===== src/design/cdpr_pkg.sv =====
package cdpr_pkg;

  // display geometry
  localparam int SCREEN_SIDE = 640;

  // time limits
  localparam logic [3:0] MAX_HOURS   = 4'd12;
  localparam logic [5:0] MAX_MIN_SEC = 6'd59;

  // reset time and palette
  localparam logic [3:0] RST_HOURS         = 4'd5;
  localparam logic [5:0] RST_MINUTES       = 6'd12;
  localparam logic [5:0] RST_SECONDS       = 6'd0;
  localparam logic [7:0] RST_HOURS_COLOR   = 8'd90;
  localparam logic [7:0] RST_MINUTES_COLOR = 8'd100;
  localparam logic [7:0] RST_SECONDS_COLOR = 8'd50;
  localparam logic [7:0] RST_COLON_COLOR   = 8'd28;

  // item kinds carried on tuser
  typedef enum logic [1:0] {
    MODE_TICK  = 2'd0,
    MODE_QUERY = 2'd1,
    MODE_SET   = 2'd2,
    MODE_IDLE  = 2'd3
  } mode_t;

  // configuration register indices
  typedef enum logic [1:0] {
    REG_HOURS_COLOR   = 2'd0,
    REG_MINUTES_COLOR = 2'd1,
    REG_SECONDS_COLOR = 2'd2,
    REG_COLON_COLOR   = 2'd3
  } reg_idx_t;

  typedef struct packed {
    logic [3:0] hours;
    logic [5:0] minutes;
    logic [5:0] seconds;
  } clk_time_t;

  typedef struct packed {
    logic [7:0] hours;
    logic [7:0] minutes;
    logic [7:0] seconds;
    logic [7:0] colon;
  } palette_t;

  // tens digit of a value below 64, by multiply with 13/128
  function automatic logic [3:0] tens_of(input logic [5:0] v);
    logic [9:0] p;
    p = {4'b0, v} * 10'd13;
    return {1'b0, p[9:7]};
  endfunction

  // units digit of a value below 64
  function automatic logic [3:0] units_of(input logic [5:0] v);
    logic [5:0] t10;
    logic [5:0] u;
    t10 = {2'b0, tens_of(v)} * 6'd10;
    u   = v - t10;
    return u[3:0];
  endfunction

endpackage


===== src/design/cdpr_clock.sv =====
module cdpr_clock (
  input  logic                  clk,
  input  logic                  rst_n,
  input  logic                  advance,
  input  cdpr_pkg::mode_t       mode,
  input  cdpr_pkg::clk_time_t   set_time,
  output cdpr_pkg::clk_time_t   time_cur,
  output cdpr_pkg::clk_time_t   time_nxt
);

  cdpr_pkg::clk_time_t time_r;
  cdpr_pkg::clk_time_t time_upd;

  // tick with carries, clamped load, or hold for the other modes
  always_comb begin
    time_upd = time_r;
    case (mode)
      cdpr_pkg::MODE_TICK: begin
        if (time_r.seconds >= cdpr_pkg::MAX_MIN_SEC) begin
          time_upd.seconds = '0;
          if (time_r.minutes >= cdpr_pkg::MAX_MIN_SEC) begin
            time_upd.minutes = '0;
            if (time_r.hours >= cdpr_pkg::MAX_HOURS) begin
              time_upd.hours = '0;
            end else begin
              time_upd.hours = time_r.hours + 4'd1;
            end
          end else begin
            time_upd.minutes = time_r.minutes + 6'd1;
          end
        end else begin
          time_upd.seconds = time_r.seconds + 6'd1;
        end
      end
      cdpr_pkg::MODE_SET: begin
        time_upd.hours   = (set_time.hours > cdpr_pkg::MAX_HOURS) ?
                           cdpr_pkg::MAX_HOURS : set_time.hours;
        time_upd.minutes = (set_time.minutes > cdpr_pkg::MAX_MIN_SEC) ?
                           cdpr_pkg::MAX_MIN_SEC : set_time.minutes;
        time_upd.seconds = (set_time.seconds > cdpr_pkg::MAX_MIN_SEC) ?
                           cdpr_pkg::MAX_MIN_SEC : set_time.seconds;
      end
      default: begin
        time_upd = time_r;
      end
    endcase
  end

  // time state, moves when the staged transaction leaves
  always_ff @(posedge clk) begin
    if (!rst_n) begin
      time_r.hours   <= cdpr_pkg::RST_HOURS;
      time_r.minutes <= cdpr_pkg::RST_MINUTES;
      time_r.seconds <= cdpr_pkg::RST_SECONDS;
    end else if (advance) begin
      time_r <= time_upd;
    end
  end

  assign time_cur = time_r;
  assign time_nxt = time_upd;

endmodule


===== src/design/cdpr_glyph.sv =====
module cdpr_glyph (
  input  logic                 query,
  input  logic [9:0]           pixel_x,
  input  logic [9:0]           pixel_y,
  input  cdpr_pkg::clk_time_t  time_cur,
  input  cdpr_pkg::palette_t   palette,
  output logic                 written,
  output logic [7:0]           color
);

  localparam logic [10:0] SIDE    = 11'(cdpr_pkg::SCREEN_SIDE);
  localparam logic [5:0]  BOX_W   = 6'd54;
  localparam logic [9:0]  BOX_Y0  = 10'd160;
  localparam logic [9:0]  BOX_Y1  = 10'd320;
  localparam logic [3:0]  BOX_LO  = 4'd1;
  localparam logic [3:0]  BOX_HI  = 4'd8;

  // stroke test for one digit inside its box
  function automatic logic digit_on(input logic [3:0] d, input logic [5:0] dx,
                                    input logic [7:0] dy);
    logic top, bot, lft, rgt, mid, upper;
    top   = dy < 8'd20;
    bot   = dy > 8'd140;
    lft   = dx < 6'd20;
    rgt   = dx > 6'd34;
    mid   = (dy > 8'd80) && (dy < 8'd100);
    upper = dy <= 8'd80;
    case (d)
      4'd0: return top || lft || rgt || bot;
      4'd1: return (dx >= 6'd17) && (dx <= 6'd37);
      4'd2: return top || (rgt && dy < 8'd80) || (dy >= 8'd80 && dy < 8'd100)
                   || (lft && dy > 8'd80) || bot;
      4'd3: return top || (dy > 8'd70 && dy < 8'd90) || bot || rgt;
      4'd4: return (lft && upper) || mid || rgt;
      4'd5: return top || (lft && upper) || mid || (rgt && !upper) || bot;
      4'd6: return lft || top || mid || (rgt && !upper) || bot;
      4'd7: return top || rgt;
      4'd8: return top || mid || bot || lft || rgt;
      4'd9: return top || mid || bot || (lft && upper) || rgt;
      default: return 1'b0;
    endcase
  endfunction

  logic [3:0] box;
  logic [5:0] dx;
  logic [7:0] dy;
  logic [9:0] dy_full;
  logic       in_box;
  logic       is_colon;
  logic [3:0] digit;
  logic [7:0] field_color;
  logic       on;

  // box placement
  assign box     = pixel_x[9:6];
  assign dx      = pixel_x[5:0];
  assign dy_full = pixel_y - BOX_Y0;
  assign dy      = dy_full[7:0];
  assign in_box  = ({1'b0, pixel_x} < SIDE) && ({1'b0, pixel_y} < SIDE)
                   && (box >= BOX_LO) && (box <= BOX_HI)
                   && (dx != 6'd0) && (dx < BOX_W)
                   && (pixel_y > BOX_Y0) && (pixel_y < BOX_Y1);

  // digit and colour for each box
  always_comb begin
    digit       = 4'd0;
    field_color = palette.colon;
    is_colon    = 1'b0;
    case (box)
      4'd1: begin
        digit = cdpr_pkg::tens_of({2'b0, time_cur.hours});
        field_color = palette.hours;
      end
      4'd2: begin
        digit = cdpr_pkg::units_of({2'b0, time_cur.hours});
        field_color = palette.hours;
      end
      4'd4: begin
        digit = cdpr_pkg::tens_of(time_cur.minutes);
        field_color = palette.minutes;
      end
      4'd5: begin
        digit = cdpr_pkg::units_of(time_cur.minutes);
        field_color = palette.minutes;
      end
      4'd7: begin
        digit = cdpr_pkg::tens_of(time_cur.seconds);
        field_color = palette.seconds;
      end
      4'd8: begin
        digit = cdpr_pkg::units_of(time_cur.seconds);
        field_color = palette.seconds;
      end
      default: begin
        is_colon = 1'b1;
      end
    endcase
  end

  // colon dots or digit strokes
  assign on = is_colon ?
              (((dy > 8'd16) && (dy < 8'd56)) || ((dy > 8'd104) && (dy < 8'd144))) :
              digit_on(digit, dx, dy);

  assign written = query && in_box;
  assign color   = (written && on) ? field_color : 8'd0;

endmodule


===== src/design/clock_digit_pixel_renderer_top.sv =====
// path: an accepted input transaction is held in the item register, and its result
//   is loaded into the result register when it leaves, which waits while out_tready is low
// throughput: one transaction per cycle unless out_tready stalls, set by the single pass
//   of time update and glyph lookup between the item register and the result register
// reset: synchronous, active low; clears both stages, reloads the colour
//   registers and sets the time to 05:12:00
module clock_digit_pixel_renderer_top (
  input  logic        clk,
  input  logic        rst_n,
  input  logic        in_tvalid,
  output logic        in_tready,
  input  logic [39:0] in_tdata,   // pixel_x, pixel_y, set_hours, set_minutes, set_seconds
  input  logic [1:0]  in_tuser,   // mode
  output logic        out_tvalid,
  input  logic        out_tready,
  output logic [31:0] out_tdata,  // pixel_written, pixel_color, hours_now, minutes_now,
                                  // seconds_now
  input  logic        cfg_we,
  input  logic [1:0]  cfg_addr,
  input  logic [7:0]  cfg_wdata
);

  cdpr_pkg::palette_t  palette_r;
  logic                stg_valid_r;
  cdpr_pkg::mode_t     stg_mode_r;
  logic [9:0]          stg_x_r;
  logic [9:0]          stg_y_r;
  cdpr_pkg::clk_time_t stg_set_r;
  logic                out_valid_r;
  logic                out_written_r;
  logic [7:0]          out_color_r;
  cdpr_pkg::clk_time_t out_time_r;

  logic                advance;
  logic                in_take;
  cdpr_pkg::clk_time_t time_cur;
  cdpr_pkg::clk_time_t time_nxt;
  logic                glyph_written;
  logic [7:0]          glyph_color;

  // handshake between stages
  assign advance   = stg_valid_r && (!out_valid_r || out_tready);
  assign in_tready = !stg_valid_r || advance;
  assign in_take   = in_tvalid && in_tready;

  // colour registers
  always_ff @(posedge clk) begin
    if (!rst_n) begin
      palette_r.hours   <= cdpr_pkg::RST_HOURS_COLOR;
      palette_r.minutes <= cdpr_pkg::RST_MINUTES_COLOR;
      palette_r.seconds <= cdpr_pkg::RST_SECONDS_COLOR;
      palette_r.colon   <= cdpr_pkg::RST_COLON_COLOR;
    end else if (cfg_we) begin
      unique case (cdpr_pkg::reg_idx_t'(cfg_addr))
        cdpr_pkg::REG_HOURS_COLOR:   palette_r.hours   <= cfg_wdata;
        cdpr_pkg::REG_MINUTES_COLOR: palette_r.minutes <= cfg_wdata;
        cdpr_pkg::REG_SECONDS_COLOR: palette_r.seconds <= cfg_wdata;
        cdpr_pkg::REG_COLON_COLOR:   palette_r.colon   <= cfg_wdata;
        default:                     palette_r         <= palette_r;
      endcase
    end
  end

  // item register control
  always_ff @(posedge clk) begin
    if (!rst_n) begin
      stg_valid_r <= 1'b0;
    end else if (in_tready) begin
      stg_valid_r <= in_tvalid;
    end
  end

  // item register payload
  always_ff @(posedge clk) begin
    if (in_take) begin
      stg_mode_r        <= cdpr_pkg::mode_t'(in_tuser);
      stg_x_r           <= in_tdata[9:0];
      stg_y_r           <= in_tdata[19:10];
      stg_set_r.hours   <= in_tdata[23:20];
      stg_set_r.minutes <= in_tdata[29:24];
      stg_set_r.seconds <= in_tdata[35:30];
    end
  end

  cdpr_clock u_clock (
    .clk      (clk),
    .rst_n    (rst_n),
    .advance  (advance),
    .mode     (stg_mode_r),
    .set_time (stg_set_r),
    .time_cur (time_cur),
    .time_nxt (time_nxt)
  );

  cdpr_glyph u_glyph (
    .query    (stg_mode_r == cdpr_pkg::MODE_QUERY),
    .pixel_x  (stg_x_r),
    .pixel_y  (stg_y_r),
    .time_cur (time_cur),
    .palette  (palette_r),
    .written  (glyph_written),
    .color    (glyph_color)
  );

  // result register control
  always_ff @(posedge clk) begin
    if (!rst_n) begin
      out_valid_r <= 1'b0;
    end else if (advance) begin
      out_valid_r <= 1'b1;
    end else if (out_tready) begin
      out_valid_r <= 1'b0;
    end
  end

  // result register payload
  always_ff @(posedge clk) begin
    if (advance) begin
      out_written_r <= glyph_written;
      out_color_r   <= glyph_color;
      out_time_r    <= time_nxt;
    end
  end

  assign out_tvalid = out_valid_r;
  assign out_tdata  = {7'b0, out_time_r.seconds, out_time_r.minutes, out_time_r.hours,
                       out_color_r, out_written_r};

`ifndef SYNTHESIS
  // time reported never leaves its limits
  a_time_range: assert property (@(posedge clk) disable iff (!rst_n)
    out_valid_r |-> (out_time_r.hours <= cdpr_pkg::MAX_HOURS &&
                     out_time_r.minutes <= cdpr_pkg::MAX_MIN_SEC &&
                     out_time_r.seconds <= cdpr_pkg::MAX_MIN_SEC))
    else $error("reported time out of range");

  // only a pixel query may write a pixel
  a_no_pixel: assert property (@(posedge clk) disable iff (!rst_n)
    (advance && stg_mode_r != cdpr_pkg::MODE_QUERY) |=>
      (!out_written_r && out_color_r == 8'd0))
    else $error("pixel written by a non-query transaction");

  // a colour is only given to a written pixel
  a_color_written: assert property (@(posedge clk) disable iff (!rst_n)
    (out_valid_r && out_color_r != 8'd0) |-> out_written_r)
    else $error("colour without pixel write");

  // the clock state holds while no transaction leaves the item register
  a_time_hold: assert property (@(posedge clk) disable iff (!rst_n)
    !advance |=> $stable(time_cur))
    else $error("time changed without a transaction");
`endif

endmodule


===== config.mk =====
export PLATFORM = sky130hd
export DESIGN_NAME = clock_digit_pixel_renderer_top
export DESIGN_NICKNAME = d
export VERILOG_FILES = /design/src/design/cdpr_pkg.sv /design/src/design/cdpr_clock.sv /design/src/design/cdpr_glyph.sv /design/src/design/clock_digit_pixel_renderer_top.sv
export SDC_FILE = /design/constraint.sdc
export NUM_CORES = 1
export LEC_CHECK = 0
export ABC_AREA = 1
export BUFFER_PORTS_ARGS = -buffer_cell sky130_fd_sc_hd__buf_2
export CORE_MARGIN = 2
export CORE_UTILIZATION = 40
export DETAILED_ROUTE_END_ITERATION = 8
export HOLD_SLACK_MARGIN = 0.05
export PLACE_DENSITY_LB_ADDON = 0.08
export RECOVER_POWER = 25
export REMOVE_ABC_BUFFERS = 1
export SLEW_MARGIN = 15
export SYNTH_ARGS = -nofsm -noshare
export SYNTH_HDL_FRONTEND = slang
export SYNTH_HIERARCHICAL = 1
export SYNTH_SLANG_ARGS = --single-unit

===== constraint.sdc =====
create_clock -name clk -period 10.3 [get_ports clk]
set_clock_uncertainty 0.05 [all_clocks]
set_input_delay 2.06 -clock clk [delete_from_list [all_inputs] [get_ports clk]]
set_output_delay 2.06 -clock clk [all_outputs]
set_load 0.01 [all_outputs]

==> results.cfg <==
[run_status]
status = finished, final reports clean

[placement]
numPortBuffers = 79
dp.cells = 1184
routabilityCongestion = 0.819
post-dp-hpwl_um = 12000
post_dp_cell_area_mm2 = 0.00770

[clock_network]
clkTransAtPathRegs_ps = 60
cts_sinks = 113
clock_latency_ps = 420
cts_made_buffers = 17
hold_buffers = 0
htreeDepth = 4
cts_root_buffer = clkbuf_16
cts_resized = 0
clockBufferDepth = 2
cts_tree = yes
post-cts-setup-buffer-count = 0

[yosys]
synth_cell_types = 54
synth_top_area_frac = 0.264
synth.area.top_cells = edfxtp_1, dfxtp_1, nand2_1
async_flop_share = 0
synth.cell_area_mm2 = 0.00717
synth_seq_area_share = 0.403
synth_seq_cells = 113
yosysWarnings = 6
ys.flop_type = edfxtp_1
yosys.area.top_type = edfxtp_1
avgSynthCellArea_um2 = 7.97
synth.top_cells.by_count = nand2_1, inv_1, nor2_1
synth_edf_count = 63
synth_cells = 900
synthMostInstantiatedCell = nand2_1

[worst_setup_path]
r2r-end = out_color_r[1]
arrival_ps = 4950
slowest_delay_ps = 590
crit_fanout = 12
startpoint = u_clock/time_cur[8]
crit_slowest_cell = dfxtp_1
worstSetupPathType = register to register
crit_top_cell = nand2_1
cp-end-kind = register
reg2reg_setup_slack_ps = 5470
worstRegToRegCells = 27
reg2reg_from = u_clock/time_cur[8]
required_ps = 10410
critPathLaunchType = register

[global_route]
antenna_found_initial = 1
grt_pass1_wl_um = 27600
grt_start_max_net_pins = 39
grt.overflow.total = 0
grt_pass1_vias = 5643
grt_use_total = 0.187

[timing]
fmax_mhz = 207
fin_setup_tns_ps = 0
rsz0062_at_grt = false
max_slew.worst_pin.slew_ps = 967
setup_violations = 0
slew_viol_final = 0
final_hold_viol_count = 0
min_period_over_period = 0.469
post-route-min-period_ps = 4830
max_slew_margin = 0.353

[detailed_routing]
viasPerCell = 4.87
first_pass_iters = 6
postRouteAntennaNets = 0
drcViolationCount = 0
vias = 5921
routed_wl_um = 16700
drt_iter0_markers = 409
wl_per_cell_um = 13.7

[power]
power_frac_seq = 0.394
finalPower_mw = 1.34
clkPwrFrac = 0.432
powerDensity_mw_per_mm2 = 163
netSwitchingPower_uw = 398
switching_share = 0.296
power.internal_uw = 947
p_comb_frac = 0.174
leakagePower_nw = 4.06
ir_drop_v = 0.000131

[floorplan]
die_y_um = 138
start_util = 0.412
ios = 91
core_mm2 = 0.0174
rows = 48
die-area_mm2 = 0.0190
die_x_um = 138

[run]
cap_violations = 0

[finish]
fin_cells = 1217
nets = 1090
drive_gt1_frac = 0.163
final_area_mm2 = 0.00825
area_growth_pct = 15.1

[hold_path]
min_path_cells = 2
min-delay-start = palette_r[21]
hold_end = palette_r[21]
hold_class = register to register
worst max-delay path, delay by kind of cell, from the launching register on:
family | cells | cell delay, ps
buf+inv | 2 | 220
flops | 1 | 590
fa+ha+maj | 5 | 1790
compound gates | 4 | 460
simple gates | 16 | 1470
worst max path at each step:
stage / end / slack [ps] / cells after the start
3_3_place_gp: out_color_r[5] / 5460 / 27
2_1_floorplan: u_clock/time_cur[13] / 5230 / 6
4_1_cts: out_color_r[1] / 5410 / 27
5_1_grt: out_color_r[2] / 5070 / 27
6_report: out_color_r[1] / 5470 / 27
3_5_place_dp: out_color_r[1] / 5440 / 27
state kept, by name, summed over array words and instances, names as in the netlist:
name              flops
stg_valid_r           1
stg_y_r              10
palette_r            32
out_tdata            16
out_tvalid            1
stg_set_r            16
out_written_r         1
out_color_r           8
stg_mode_r            2
u_clock/time_cur     16
stg_x_r              10
layer usage:
layer,share of wire,track usage
met5,0,0
met1,0.48,0.244
met2,0.46,0.309
met4,0.0090,0.0499
met3,0.048,0.0486
logic make-up (layout without fill, tap and decap cells):
logic type               count (synthesis)  count (layout)  share of synthesized area
AND/OR/NAND/NOR                        442             442                      0.283
buffers and inverters                  176             261                      0.106
flip-flops                             113             113                      0.403
AO/OA/AOI/OAI                          108             108                     0.0987
adder cells (fa/ha/maj)                 55              55                      0.102
XOR/XNOR                                 5               5                    0.00611
other                                    1               8                   0.000523
area by class of cell:
cell class,count,area [um2]
sequential,113,2890
clock inverter,11,83.8
timing repair buffer,81,409
multi-input combinational,617,3520
clock buffer,21,504
fill,1772,9160
antenna,1,2.50
tap,225,282
inverter,148,558
cells in the final DEF, fill, tap and decap left out, types with 3 or more instances in the layout:
cell,n
nand2_1,210
inv_1,140
nor2_1,85
nand3_1,78
buf_2,78
edfxtp_1,63
dfxtp_1,50
ha_1,49
a21oi_1,29
nand4_1,25
o21ai_0,25
clkbuf_16,20
nor2_2,16
nand3_2,9
o211ai_1,8
a22o_1,8
a221oi_1,8
conb_1,7
inv_6,6
fa_1,6
xor2_1,5
inv_2,4
nand2_2,4
o21ai_1,4
a21oi_2,4
inv_4,3
clkinv_1,3
nand3b_1,3
power groups by stage:
stage	combinational, mW	clock [mW]	sequential (mW)
CTS	0.237	0.590	0.531
floorplan	0.169	0	0.535
global route	0.272	0.611	0.534
detailed placement	0.236	0	0.540
global placement	0.235	0	0.540
finish	0.234	0.581	0.530
metrics by stage:
step,hold WS [ps],setup WS (ps),util
2_1_floorplan,377,5230,-
3_3_place_gp,392,5460,0.442
3_5_place_dp,396,5440,0.442
4_1_cts,411,5410,0.476
5_1_grt,438,5070,0.474
6_report,414,5470,0.474
No activity file was read; power rests on OpenSTA's default activity.
